**src/hw/rtl/assert_macros.svh**
```systemverilog
// assertion macros used by the rtl files
`ifndef ASSERT_MACROS_SVH
`define ASSERT_MACROS_SVH

// clocked assertion, switched off while reset is high
`define ASSERT_SYNC(label, clk, rst, prop, msg) \
   label: assert property (@(posedge clk) disable iff (rst) (prop)) else $error(msg);

// clocked assertion that also holds through reset
`define ASSERT_ALWAYS(label, clk, prop, msg) \
   label: assert property (@(posedge clk) (prop)) else $error(msg);

`endif

```
**src/hw/rtl/acss_pkg.sv**
```systemverilog
// types, constants and helpers for the adc channel scan sequencer
package acss_pkg;

   // width of the enable mask register
   localparam int MASK_BITS = 15;
   // largest slot count the search logic covers
   localparam int MAX_SLOTS = 32;
   localparam int INDEX_BITS = 5;
   // converter channel code and reported slot widths
   localparam int CODE_BITS = 5;
   localparam int SLOT_OUT_BITS = 4;

   typedef logic [CODE_BITS-1:0] code_type;
   typedef logic [INDEX_BITS-1:0] index_type;
   typedef logic [MAX_SLOTS-1:0] slot_vec_type;

   typedef enum logic {
      PHASE_CHARGE,
      PHASE_CONVERT
   } phase_type;

   // converter input code of each slot, unused slots read as zero
   localparam code_type SLOT_CODE [MAX_SLOTS] = '{
      5'd5,  5'd4,  5'd2,  5'd15, 5'd14, 5'd13, 5'd12, 5'd23,
      5'd22, 5'd21, 5'd20, 5'd19, 5'd18, 5'd17, 5'd16, 5'd0,
      5'd0,  5'd0,  5'd0,  5'd0,  5'd0,  5'd0,  5'd0,  5'd0,
      5'd0,  5'd0,  5'd0,  5'd0,  5'd0,  5'd0,  5'd0,  5'd0
   };

   // index of the lowest set bit, zero when none is set
   function automatic index_type lowest_set(slot_vec_type vec);
      index_type idx;
      idx = '0;
      for (int i = MAX_SLOTS - 1; i >= 0; i--) begin
         if (vec[i]) begin
            idx = index_type'(i);
         end
      end
      return idx;
   endfunction

endpackage

```
**src/hw/rtl/adc_channel_scan_sequencer_top.sv**
```systemverilog
// round-robin adc scan sequencer, one tick word in, one result word out
//
//   channel  direction  handshake              payload
//   req      in         req_valid / req_stall  conversion_done, conversion_result
//   rsp      out        rsp_valid / rsp_stall  start, code, sample valid/slot/value, wrap
//   csr      in         csr_wr_en              csr_wr_data (enable mask)
//
// the next-enabled-slot search and the phase update sit between the input port
// and the result register, so a word can be taken every cycle while the result
// register drains.
// req_stall rises only while a result waits and rsp_stall holds it.
// synchronous reset empties the mask, returns to the charge phase on slot 0
// and empties the result register.
module adc_channel_scan_sequencer_top #(
   parameter int NUM_SLOTS = 15,
   parameter int SAMPLE_BITS = 10
) (
   input  logic                          clock,
   input  logic                          reset,
   // tick channel
   input  logic                          req_valid,
   output logic                          req_stall,
   input  logic                          req_conversion_done,
   input  logic [SAMPLE_BITS-1:0]        req_conversion_result,
   // result channel
   output logic                          rsp_valid,
   input  logic                          rsp_stall,
   output logic                          rsp_start_conversion,
   output logic [acss_pkg::CODE_BITS-1:0] rsp_channel_code,
   output logic                          rsp_sample_valid,
   output logic [acss_pkg::SLOT_OUT_BITS-1:0] rsp_sample_slot,
   output logic [SAMPLE_BITS-1:0]        rsp_sample_value,
   output logic                          rsp_scan_wrapped,
   // mask register write
   input  logic                          csr_wr_en,
   input  logic [acss_pkg::MASK_BITS-1:0] csr_wr_data
);
   import acss_pkg::*;

   localparam int SLOT_W = (NUM_SLOTS > 1) ? $clog2(NUM_SLOTS) : 1;

   // scan state
   logic [NUM_SLOTS-1:0] mask_ff;
   logic [NUM_SLOTS-1:0] mask_in;
   phase_type            phase_ff;
   phase_type            phase_in;
   logic [SLOT_W-1:0]    slot_ff;
   logic [SLOT_W-1:0]    slot_in;

   // result register
   logic                   rsp_valid_ff;
   logic                   start_ff;
   logic                   start_in;
   code_type               code_ff;
   code_type               code_in;
   logic                   sample_valid_ff;
   logic                   sample_valid_in;
   logic [SLOT_OUT_BITS-1:0] sample_slot_ff;
   logic [SLOT_OUT_BITS-1:0] sample_slot_in;
   logic [SAMPLE_BITS-1:0] sample_value_ff;
   logic [SAMPLE_BITS-1:0] sample_value_in;
   logic                   wrapped_ff;
   logic                   wrapped_in;

   logic         accept;
   logic         mask_empty;
   slot_vec_type live_wide;
   slot_vec_type above_cur;
   slot_vec_type csr_wide;
   index_type    cur_idx;
   index_type    next_idx;
   logic         no_higher;
   logic [NUM_SLOTS-1:0] csr_mask;

   // handshake: take a word unless a result is held back
   assign req_stall = rsp_valid_ff && rsp_stall;
   assign accept    = req_valid && !req_stall;

   // mask bits above the slot count are dropped
   assign csr_wide = slot_vec_type'(csr_wr_data);
   assign csr_mask = csr_wide[NUM_SLOTS-1:0];

   // next enabled slot above the current one, else wrap to the lowest
   assign live_wide  = slot_vec_type'(mask_ff);
   assign mask_empty = (mask_ff == '0);
   assign cur_idx    = index_type'(slot_ff);

   always_comb begin
      for (int i = 0; i < MAX_SLOTS; i++) begin
         above_cur[i] = live_wide[i] && (index_type'(i) > cur_idx);
      end
   end

   assign no_higher = (above_cur == '0);
   assign next_idx  = no_higher ? lowest_set(live_wide) : lowest_set(above_cur);

   // next scan state
   always_comb begin
      mask_in  = mask_ff;
      phase_in = phase_ff;
      slot_in  = slot_ff;
      priority if (csr_wr_en) begin
         mask_in  = csr_mask;
         phase_in = PHASE_CHARGE;
         slot_in  = SLOT_W'(lowest_set(slot_vec_type'(csr_mask)));
      end else if (accept && !mask_empty) begin
         unique case (phase_ff)
            PHASE_CHARGE: begin
               phase_in = PHASE_CONVERT;
            end
            PHASE_CONVERT: begin
               if (req_conversion_done) begin
                  phase_in = PHASE_CHARGE;
                  slot_in  = next_idx[SLOT_W-1:0];
               end
            end
            default: begin
               phase_in = PHASE_CHARGE;
            end
         endcase
      end
   end

   // result word for the tick being taken
   always_comb begin
      start_in        = 1'b0;
      code_in         = '0;
      sample_valid_in = 1'b0;
      sample_slot_in  = '0;
      sample_value_in = '0;
      wrapped_in      = 1'b0;
      if (!mask_empty) begin
         code_in = SLOT_CODE[cur_idx];
         unique case (phase_ff)
            PHASE_CHARGE: begin
               start_in = 1'b1;
            end
            PHASE_CONVERT: begin
               if (req_conversion_done) begin
                  code_in         = SLOT_CODE[next_idx];
                  sample_valid_in = 1'b1;
                  sample_slot_in  = SLOT_OUT_BITS'(cur_idx);
                  sample_value_in = req_conversion_result;
                  wrapped_in      = no_higher;
               end
            end
            default: begin
               start_in = 1'b0;
            end
         endcase
      end
   end

   // scan state registers
   always_ff @(posedge clock) begin
      if (reset) begin
         mask_ff  <= '0;
         phase_ff <= PHASE_CHARGE;
         slot_ff  <= '0;
      end else begin
         mask_ff  <= mask_in;
         phase_ff <= phase_in;
         slot_ff  <= slot_in;
      end
   end

   // result valid flag
   always_ff @(posedge clock) begin
      if (reset) begin
         rsp_valid_ff <= 1'b0;
      end else if (accept) begin
         rsp_valid_ff <= 1'b1;
      end else if (!rsp_stall) begin
         rsp_valid_ff <= 1'b0;
      end
   end

   // result payload, loaded on each taken word
   always_ff @(posedge clock) begin
      if (accept) begin
         start_ff        <= start_in;
         code_ff         <= code_in;
         sample_valid_ff <= sample_valid_in;
         sample_slot_ff  <= sample_slot_in;
         sample_value_ff <= sample_value_in;
         wrapped_ff      <= wrapped_in;
      end
   end

   assign rsp_valid            = rsp_valid_ff;
   assign rsp_start_conversion = start_ff;
   assign rsp_channel_code     = code_ff;
   assign rsp_sample_valid     = sample_valid_ff;
   assign rsp_sample_slot      = sample_slot_ff;
   assign rsp_sample_value     = sample_value_ff;
   assign rsp_scan_wrapped     = wrapped_ff;

`include "assert_macros.svh"

   // the current slot is always one of the enabled slots
   `ASSERT_SYNC(a_slot_enabled, clock, reset, !mask_empty |-> mask_ff[slot_ff], "scan slot not enabled")
   // a tick with an empty mask gives an all-zero word
   `ASSERT_SYNC(a_empty_idle, clock, reset, (accept && mask_empty && !csr_wr_en) |=> (rsp_valid && !rsp_start_conversion && !rsp_sample_valid && (rsp_channel_code == '0)), "empty mask word not zero")
   // a charge tick starts a conversion and moves to the convert phase
   `ASSERT_SYNC(a_charge_step, clock, reset, (accept && !mask_empty && !csr_wr_en && (phase_ff == PHASE_CHARGE)) |=> (rsp_start_conversion && (phase_ff == PHASE_CONVERT)), "charge tick did not start")
   // a done tick stores a sample and returns to charge
   `ASSERT_SYNC(a_store_step, clock, reset, (accept && !mask_empty && !csr_wr_en && (phase_ff == PHASE_CONVERT) && req_conversion_done) |=> (rsp_sample_valid && !rsp_start_conversion && (phase_ff == PHASE_CHARGE)), "done tick did not store")

endmodule

```
**config.mk**
```make
export PLATFORM = sky130hd
export DESIGN_NAME = adc_channel_scan_sequencer_top
export DESIGN_NICKNAME = d
export VERILOG_FILES = /design/src/hw/rtl/acss_pkg.sv /design/src/hw/rtl/adc_channel_scan_sequencer_top.sv
export VERILOG_INCLUDE_DIRS = /design/src /design/src/hw/rtl
export SDC_FILE = /design/constraint.sdc
export NUM_CORES = 1
export LEC_CHECK = 0
export ABC_AREA = 1
export BUFFER_PORTS_ARGS = -buffer_cell sky130_fd_sc_hd__buf_4
export CORE_ASPECT_RATIO = 0.8
export CORE_MARGIN = 1
export CORE_UTILIZATION = 55
export CTS_CLUSTER_SIZE = 12
export DETAILED_ROUTE_END_ITERATION = 12
export PLACE_DENSITY = 0.8
export RECOVER_POWER = 25
export SLEW_MARGIN = 20
export SYNTH_ARGS = -nofsm -noshare
export SYNTH_HDL_FRONTEND = slang
export SYNTH_SLANG_ARGS = --single-unit
```
**constraint.sdc**
```tcl
create_clock -name clock -period 3.25 [get_ports clock]
set_input_delay 0.325 -clock clock [delete_from_list [all_inputs] [get_ports clock]]
set_output_delay 0.325 -clock clock [all_outputs]
set_load 0.1 [all_outputs]
```
==> flow_results.xml, run 1 <==
<?xml version="1.0" encoding="UTF-8"?>
<metrics>
  <group name="timing">
    <metric name="measured_slew_at_the_worst_slew_check_pin" unit="ns">1.282</metric>
    <metric name="finalClockSkew" unit="ns">0.004152</metric>
    <metric name="finalSetupViolCount" unit="">0</metric>
    <metric name="fmax" unit="MHz">351.2</metric>
    <metric name="fin_crit_sh" unit="%">87.61</metric>
    <metric name="tns" unit="ns">0</metric>
    <metric name="hold_viol" unit="">0</metric>
    <metric name="slew_headroom" unit="%">14.54</metric>
    <metric name="finalMaxSlewViolations" unit="">0</metric>
    <metric name="finalCriticalPeriod" unit="ns">2.847</metric>
    <metric name="unrepaired_setup_endpoints_after_global_routing" unit="">no</metric>
  </group>
  <group name="synth">
    <metric name="net_count_synth" unit="">408</metric>
    <metric name="syn_area_per_cell" unit="um^2">7.198</metric>
    <metric name="share_of_flip_flops_with_an_asynchronous_set_or_reset" unit="%">0</metric>
    <metric name="synthesis.yosys.warnings" unit="">0</metric>
    <metric name="synthCells" unit="">368</metric>
    <metric name="yosys_most_used_dff" unit="">sky130_fd_sc_hd__edfxtp_1</metric>
    <metric name="synth_edf_count" unit="">22</metric>
    <metric name="synth-seq-area-share" unit="%">40.81</metric>
    <metric name="synth_cell_type_count" unit="">34</metric>
    <metric name="synth-seq-cells" unit="">43</metric>
    <metric name="mappedNetlistArea" unit="um^2">2649</metric>
  </group>
  <group name="clock_tree">
    <metric name="clock_sinks" unit="">43</metric>
    <metric name="clock_path_buffers" unit="">2</metric>
    <metric name="clk_root_buffer_cell" unit="">sky130_fd_sc_hd__clkbuf_8</metric>
    <metric name="htreeDepth" unit="">2</metric>
    <metric name="cts_inserted_buffers" unit="">5</metric>
    <metric name="tritoncts" unit="">done</metric>
    <metric name="clkSlewWorstSetupHoldPaths" unit="ns">0.09</metric>
    <metric name="clock_latency" unit="ns">0.30</metric>
  </group>
  <group name="floorplanning">
    <metric name="std_cell_rows" unit="">22</metric>
    <metric name="initial_core_utilization" unit="%">57.62</metric>
    <metric name="design.portCount" unit="">55</metric>
    <metric name="die_w" unit="um">79.59</metric>
    <metric name="die_y" unit="um">64.07</metric>
    <metric name="die_area" unit="um^2">5099</metric>
    <metric name="fp.coreArea" unit="um^2">4597</metric>
  </group>
  <group name="cells_and_area">
    <metric name="final_nets" unit="">464</metric>
    <metric name="layout.core_utilization" unit="%">69.84</metric>
    <metric name="n_antenna_cell" unit="">0</metric>
    <metric name="final_cell_mix" unit="">sky130_fd_sc_hd__nand2_1 (68), sky130_fd_sc_hd__inv_1 (66), sky130_fd_sc_hd__buf_4 (52)</metric>
    <metric name="area.sequential" unit="um^2">1082</metric>
    <metric name="leading_cell_type_in_the_layout_fill_and_taps_excluded" unit="">sky130_fd_sc_hd__nand2_1</metric>
    <metric name="fraction_of_final_layout_cells_with_drive_strength_greater_than_1" unit="%">21.41</metric>
    <metric name="layout-area-overhead-vs-synth" unit="%">21.21</metric>
    <metric name="multi_input_area" unit="um^2">1272</metric>
    <metric name="final.fill_count" unit="">413</metric>
    <metric name="final_design_area_no_fill" unit="um^2">3211</metric>
  </group>
  <group name="power_and_ir_drop">
    <metric name="cellPowerDensity" unit="nW/um^2">484.1</metric>
    <metric name="sequentialPowerShare" unit="%">41.1</metric>
    <metric name="internal-power" unit="W">0.0009526</metric>
    <metric name="combPwrFrac" unit="%">33.1</metric>
    <metric name="clockPowerShare" unit="%">25.8</metric>
    <metric name="p_sw_share" unit="%">38.71</metric>
    <metric name="irDropWorstVdd" unit="mV">0.3326</metric>
    <metric name="total_power" unit="W">0.001554</metric>
    <metric name="static-leakage-power" unit="nW">1.560</metric>
    <metric name="net-switching-power" unit="W">0.0006016</metric>
  </group>
  <group name="grt">
    <metric name="grtUsageTotal" unit="%">28.05</metric>
    <metric name="pin_count_of_the_biggest_net_entering_global_routing" unit="">27</metric>
    <metric name="grt_remaining_overflow" unit="">0</metric>
    <metric name="number_of_antenna_violations_at_the_first_check_in_global_routing" unit="">0</metric>
    <metric name="first_global_vias" unit="">2337</metric>
    <metric name="grt_first_pass_wirelength" unit="um">10830</metric>
  </group>
  <group name="drt">
    <metric name="post-route-drc-count" unit="">0</metric>
    <metric name="detailedRoute.firstIterationViolations" unit="">214</metric>
    <metric name="postRouteAntennaNets" unit="">0</metric>
    <metric name="wl_per_cell" unit="um">13.44</metric>
    <metric name="detail_route.wirelength" unit="um">6519</metric>
    <metric name="viasPerCell" unit="">5.342</metric>
    <metric name="drt-pass1-iter-count" unit="">5</metric>
    <metric name="via_count" unit="">2591</metric>
  </group>
  <group name="setup_path">
    <metric name="worst_ep_arrival_time" unit="ns">2.99</metric>
    <metric name="criticalPathCategory" unit="">reg2reg</metric>
    <metric name="critical_path_peak_fanout" unit="">8</metric>
    <metric name="crit_end_element" unit="">flop</metric>
    <metric name="startpoint_type" unit="">flop</metric>
    <metric name="cp_data_required_time" unit="ns">3.39</metric>
  </group>
  <group name="run">
    <metric name="max_capacitance_violation_count" unit="">0</metric>
  </group>
  <group name="hold_path">
    <metric name="worstHoldPathType" unit="">in2reg</metric>
  </group>
  <group name="placed_design">
    <metric name="detailed_place.area" unit="um^2">3113</metric>
    <metric name="dp_hpwl" unit="um">5055</metric>
    <metric name="count_of_input_and_output_buffers" unit="">54</metric>
    <metric name="gpl.final_weighted_congestion" unit="">0.9231</metric>
  </group>
  <group name="status">
    <metric name="outcome" unit="">completed</metric>
  </group>
</metrics>
## metrics by stage
step                      setup WS (ns)  hold slack [ns]  instances
after floorplan                  0.1459           0.3941        368
after global placement           0.4107           0.4690        477
after detailed placement         0.3582           0.4912        477
after CTS                        0.3332           0.2129        485
after global routing            0.06579           0.2956        485
final                            0.4027           0.2958        485
## worst max-delay path, stage by stage, from the launching register on
cell	delay, ns
sky130_fd_sc_hd__dfxtp_2	0.42
sky130_fd_sc_hd__inv_1	0.17
sky130_fd_sc_hd__ha_1	0.26
sky130_fd_sc_hd__nor2_1	0.19
sky130_fd_sc_hd__nor2_1	0.07
sky130_fd_sc_hd__nor2_1	0.20
sky130_fd_sc_hd__nand3_1	0.10
sky130_fd_sc_hd__nand2_1	0.07
sky130_fd_sc_hd__nand2_1	0.04
sky130_fd_sc_hd__nand2_1	0.05
sky130_fd_sc_hd__nand2_1	0.04
sky130_fd_sc_hd__nand2_1	0.06
sky130_fd_sc_hd__nand2_1	0.07
sky130_fd_sc_hd__nand2_2	0.15
sky130_fd_sc_hd__inv_1	0.07
sky130_fd_sc_hd__ha_1	0.31
sky130_fd_sc_hd__a21oi_1	0.15
sky130_fd_sc_hd__o21ai_0	0.09
sky130_fd_sc_hd__a31oi_1	0.20
## power by group through the flow
stage / Sequential [W] / Combinational, W / Clock (W)
floorplan: 0.000778 / 0.000254 / 0
global placement: 0.000648 / 0.000503 / 0
detailed placement: 0.000650 / 0.000510 / 0
CTS: 0.000637 / 0.000512 / 0.000402
global route: 0.000644 / 0.000564 / 0.000421
finish: 0.000639 / 0.000515 / 0.000401
## flip-flops by register name (all words and copies together), names as in the netlist
signal / cells
rsp_start_conversion: 1
rsp_sample_valid: 1
mask_ff: 15
rsp_sample_slot: 4
phase_ff: 1
rsp_channel_code: 5
rsp_valid: 1
slot_ff: 4
rsp_sample_value: 10
rsp_scan_wrapped: 1
## final timing paths
path,cells after the start,slack [ns],start,end
max,18,0.40,slot_ff[0],rsp_channel_code[1]
min reg2reg,2,0.51,rsp_valid,rsp_valid
max reg2reg,18,0.40,slot_ff[0],rsp_channel_code[1]
min,3,0.30,csr_wr_data[3],mask_ff[3]
## cells in the mapped netlist, types with 3 or more instances
master,instances,share of area [%]
sky130_fd_sc_hd__a21oi_1,30,5.7
sky130_fd_sc_hd__a31oi_1,3,0.71
sky130_fd_sc_hd__clkbuf_1,5,0.71
sky130_fd_sc_hd__dfxtp_1,21,16
sky130_fd_sc_hd__edfxtp_1,22,25
sky130_fd_sc_hd__ha_1,9,4.3
sky130_fd_sc_hd__inv_1,66,9.4
sky130_fd_sc_hd__inv_2,4,0.57
sky130_fd_sc_hd__nand2_1,68,9.6
sky130_fd_sc_hd__nand2_2,13,3.1
sky130_fd_sc_hd__nand3_1,18,3.4
sky130_fd_sc_hd__nor2_1,46,6.5
sky130_fd_sc_hd__nor2_4,3,1.3
sky130_fd_sc_hd__nor3_1,5,0.94
sky130_fd_sc_hd__o21ai_0,30,5.7
## kinds of logic (layout without fill, tap and decap cells)
logic type	Yosys count	after routing	synth area share, %
flops	43	43	40.81
compound gates	79	79	17.10
simple gates	159	159	26.59
fa+ha+maj	9	9	4.251
buf+inv	78	135	11.24
## final cells by class
class | count | area share, %
clock buffers | 6 | 2.923
clock inverters | 2 | 0.4287
flip-flops and latches | 43 | 33.71
well taps | 60 | 2.338
repair buffers | 55 | 12.51
multi-input cells | 247 | 39.63
inverters | 72 | 8.457
## timing repair
action                                 CTS  global route
resized for setup                        0             1
setup endpoints to repair                0             2
endpoints found under the hold margin    0             0
hold buffers                             0             0
buffers inserted                         0             0
## per-layer routing
metal  GRT usage, %  wire [um]
met5              0          0
met2          42.63       2925
met1          39.89       3090
met4          7.500         44
met3          6.429        458
No activity file was read; power rests on OpenSTA's default activity.
==> run 2: changes to the inputs <==
--- a/config.mk
+++ b/config.mk
@@ -9,7 +9,7 @@
 export ABC_AREA = 1
 export BUFFER_PORTS_ARGS = -buffer_cell sky130_fd_sc_hd__buf_4
 export CORE_ASPECT_RATIO = 0.8
-export CORE_MARGIN = 1
+export CORE_MARGIN = 4
 export CORE_UTILIZATION = 55
 export CTS_CLUSTER_SIZE = 12
 export DETAILED_ROUTE_END_ITERATION = 12
==> flow_results.xml, run 2 (synthesized netlist as in run 1, its figures left out) <==
<?xml version="1.0" encoding="UTF-8"?>
<metrics>
  <group name="run">
    <metric name="max_capacitance_violation_count" unit="">0</metric>
  </group>
  <group name="hold_path">
    <metric name="worstHoldPathType" unit="">in2reg</metric>
    <metric name="worstHoldStart" unit="">csr_wr_data[3]</metric>
    <metric name="hold-path-cell-count" unit="">3</metric>
    <metric name="holdPathEnd" unit="">mask_ff[3]</metric>
  </group>
  <group name="drt">
    <metric name="via_count" unit="">2558</metric>
    <metric name="viasPerCell" unit="">5.274</metric>
    <metric name="wl_per_cell" unit="um">13.31</metric>
    <metric name="drt-pass1-iter-count" unit="">6</metric>
    <metric name="post-route-drc-count" unit="">0</metric>
    <metric name="detail_route.wirelength" unit="um">6453</metric>
    <metric name="postRouteAntennaNets" unit="">0</metric>
    <metric name="detailedRoute.firstIterationViolations" unit="">308</metric>
  </group>
  <group name="clock_tree">
    <metric name="clk_root_buffer_cell" unit="">sky130_fd_sc_hd__clkbuf_8</metric>
    <metric name="tritoncts" unit="">done</metric>
    <metric name="cts_inserted_buffers" unit="">5</metric>
    <metric name="clkSlewWorstSetupHoldPaths" unit="ns">0.08</metric>
    <metric name="postcts_resize_cnt" unit="">0</metric>
    <metric name="clock_latency" unit="ns">0.30</metric>
    <metric name="clock_sinks" unit="">43</metric>
    <metric name="htreeDepth" unit="">2</metric>
    <metric name="postCtsSetupBuffers" unit="">0</metric>
    <metric name="ctsHoldBuffers" unit="">0</metric>
    <metric name="clock_path_buffers" unit="">2</metric>
  </group>
  <group name="timing">
    <metric name="finalCriticalPeriod" unit="ns">2.888</metric>
    <metric name="tns" unit="ns">0</metric>
    <metric name="slew_headroom" unit="%">12.77</metric>
    <metric name="measured_slew_at_the_worst_slew_check_pin" unit="ns">1.308</metric>
    <metric name="fmax" unit="MHz">346.3</metric>
    <metric name="finalClockSkew" unit="ns">0.005212</metric>
    <metric name="fin_crit_sh" unit="%">88.86</metric>
    <metric name="finalSetupViolCount" unit="">0</metric>
    <metric name="finalMaxSlewViolations" unit="">0</metric>
    <metric name="hold_viol" unit="">0</metric>
    <metric name="unrepaired_setup_endpoints_after_global_routing" unit="">no</metric>
  </group>
  <group name="cells_and_area">
    <metric name="n_antenna_cell" unit="">0</metric>
    <metric name="layout-area-overhead-vs-synth" unit="%">21.11</metric>
    <metric name="final_nets" unit="">464</metric>
    <metric name="leading_cell_type_in_the_layout_fill_and_taps_excluded" unit="">sky130_fd_sc_hd__nand2_1</metric>
    <metric name="layout.core_utilization" unit="%">69.37</metric>
    <metric name="final_cell_mix" unit="">sky130_fd_sc_hd__nand2_1 (68), sky130_fd_sc_hd__inv_1 (66), sky130_fd_sc_hd__buf_4 (52)</metric>
    <metric name="largest_register_ff_count" unit="">15</metric>
    <metric name="fraction_of_final_layout_cells_with_drive_strength_greater_than_1" unit="%">20.94</metric>
    <metric name="registers.top_by_ff_count" unit="">mask_ff</metric>
  </group>
  <group name="grt">
    <metric name="number_of_antenna_violations_at_the_first_check_in_global_routing" unit="">0</metric>
    <metric name="grt_remaining_overflow" unit="">0</metric>
    <metric name="top_usage_layer" unit="">met1</metric>
    <metric name="global_route.usage.met1" unit="%">33.73</metric>
    <metric name="gr-usage-met3" unit="%">5.071</metric>
    <metric name="pin_count_of_the_biggest_net_entering_global_routing" unit="">27</metric>
    <metric name="grt_first_pass_wirelength" unit="um">10700</metric>
    <metric name="globalRouteMet2Util" unit="%">32.33</metric>
    <metric name="grtUsageTotal" unit="%">22.44</metric>
    <metric name="first_global_vias" unit="">2300</metric>
  </group>
  <group name="status">
    <metric name="outcome" unit="">completed</metric>
  </group>
  <group name="setup_path">
    <metric name="regToRegStartpoint" unit="">slot_ff[0]</metric>
    <metric name="worst_ep_arrival_time" unit="ns">3.02</metric>
    <metric name="cp_slowest_stage_delay" unit="ns">0.45</metric>
    <metric name="setup.reg_to_reg.worst_slack" unit="ns">0.36</metric>
    <metric name="crit_end_element" unit="">flop</metric>
    <metric name="criticalPathCategory" unit="">reg2reg</metric>
    <metric name="crit_family" unit="">simple AND/OR/NAND/NOR gates</metric>
    <metric name="critical-path-slowest-cell" unit="">sky130_fd_sc_hd__dfxtp_1</metric>
    <metric name="startpoint_type" unit="">flop</metric>
    <metric name="cp.buffers_inverters" unit="">2</metric>
    <metric name="timing.critical_path.mode_cell" unit="">sky130_fd_sc_hd__nand2_1</metric>
    <metric name="critical_path.cell_chain" unit="">inv_1 &gt; ha_1 &gt; nor2_1 &gt; nor2_1 &gt; nor2_1 &gt; nand3_1 &gt; nand2_1 &gt; nand2_1 &gt; nand2_1 &gt; nand2_1 &gt; nand2_1 &gt; nand2_1 &gt; nand2_2 &gt; inv_1 &gt; ha_1 &gt; a21oi_1 &gt; o21ai_0 &gt; a31oi_1</metric>
    <metric name="r2r_depth" unit="">18</metric>
    <metric name="r2r_end" unit="">rsp_channel_code[1]</metric>
    <metric name="cp_data_required_time" unit="ns">3.38</metric>
    <metric name="critical_path_peak_fanout" unit="">8</metric>
  </group>
  <group name="power_and_ir_drop">
    <metric name="sequentialPowerShare" unit="%">41.5</metric>
    <metric name="clockPowerShare" unit="%">25.2</metric>
    <metric name="cellPowerDensity" unit="nW/um^2">479.1</metric>
    <metric name="combPwrFrac" unit="%">33.3</metric>
    <metric name="internal-power" unit="W">0.0009524</metric>
    <metric name="net-switching-power" unit="W">0.0005847</metric>
    <metric name="irDropWorstVdd" unit="mV">0.3537</metric>
    <metric name="static-leakage-power" unit="nW">1.557</metric>
    <metric name="p_sw_share" unit="%">38.04</metric>
  </group>
  <group name="floorplanning">
    <metric name="die_area" unit="um^2">5997</metric>
    <metric name="initial_core_utilization" unit="%">57.28</metric>
    <metric name="design.portCount" unit="">55</metric>
    <metric name="std_cell_rows" unit="">22</metric>
    <metric name="die_y" unit="um">70.07</metric>
    <metric name="fp.coreArea" unit="um^2">4624</metric>
    <metric name="die_w" unit="um">85.59</metric>
  </group>
  <group name="placed_design">
    <metric name="gpl.final_weighted_congestion" unit="">0.9840</metric>
    <metric name="count_of_input_and_output_buffers" unit="">54</metric>
    <metric name="dp_hpwl" unit="um">5110</metric>
  </group>
</metrics>
-- run 2: cell types whose count changed in the layout (fill, tap and decap cells not counted) --
cell	before	now
sky130_fd_sc_hd__clkinv_1	1	2
sky130_fd_sc_hd__clkinv_2	2	1
sky130_fd_sc_hd__clkinv_4	1	0
sky130_fd_sc_hd__dfxtp_1	20	21
sky130_fd_sc_hd__dfxtp_2	1	0
sky130_fd_sc_hd__inv_6	0	1
-- run 2: layer usage --
metal | vias up | share of wire, %
met5 | - | 0
met4 | 0 | 1.9
met3 | 12 | 8.6
met2 | 98 | 44
met1 | 1150 | 45
li1 | 1298 | -
-- run 2: per-stage QoR --
step	hold WS, ns	cell area (um^2)	cells	setup WS, ns	total power, W
after global routing	0.2892	3208	485	0.03166	0.001629
after global placement	0.4617	3113	477	0.4779	0.001148
after detailed placement	0.4795	3113	477	0.3965	0.001160
after CTS	0.2119	3219	485	0.3661	0.001542
final	0.2944	3208	485	0.3620	0.001537
after floorplan	0.3941	2649	368	0.1459	0.001032
-- run 2: area by class of cell --
cell class | count | area, um^2
Timing Repair Buffer | 55 | 401.6
Inverter | 72 | 271.5
Fill cell | 430 | 1416
Sequential cell | 43 | 1081
Multi-Input combinational cell | 247 | 1272
Clock inverter | 2 | 12.51
Clock buffer | 6 | 93.84
Tap cell | 60 | 75.07
-- run 2: worst max-delay path by stage --
stage,from,to,slack [ns],depth (start not counted)
after floorplan,rsp_valid,slot_ff[0],0.15,8
after global placement,slot_ff[0],rsp_channel_code[1],0.48,18
after detailed placement,slot_ff[0],rsp_channel_code[1],0.40,18
after CTS,slot_ff[0],rsp_channel_code[1],0.37,18
after global routing,slot_ff[0],rsp_channel_code[1],0.03,18
final,slot_ff[0],rsp_channel_code[1],0.36,18
-- run 2: worst reg2reg max path: cells and delay by family, from the launching register on --
kind	cells	cell delay [ns]
buffers and inverters	2	0.25
and+or+nand+nor	11	1.02
adders and majority gates	2	0.57
AOI/OAI and AO/OA	3	0.44
DFF	1	0.45
-- run 2: power groups by stage --
stage / Combinational [W] / Sequential (W) / Clock, W
floorplan: 0.000254 / 0.000778 / 0
global placement: 0.000501 / 0.000648 / 0
detailed placement: 0.000510 / 0.000650 / 0
CTS: 0.000511 / 0.000638 / 0.000393
global route: 0.000562 / 0.000643 / 0.000424
finish: 0.000511 / 0.000638 / 0.000388
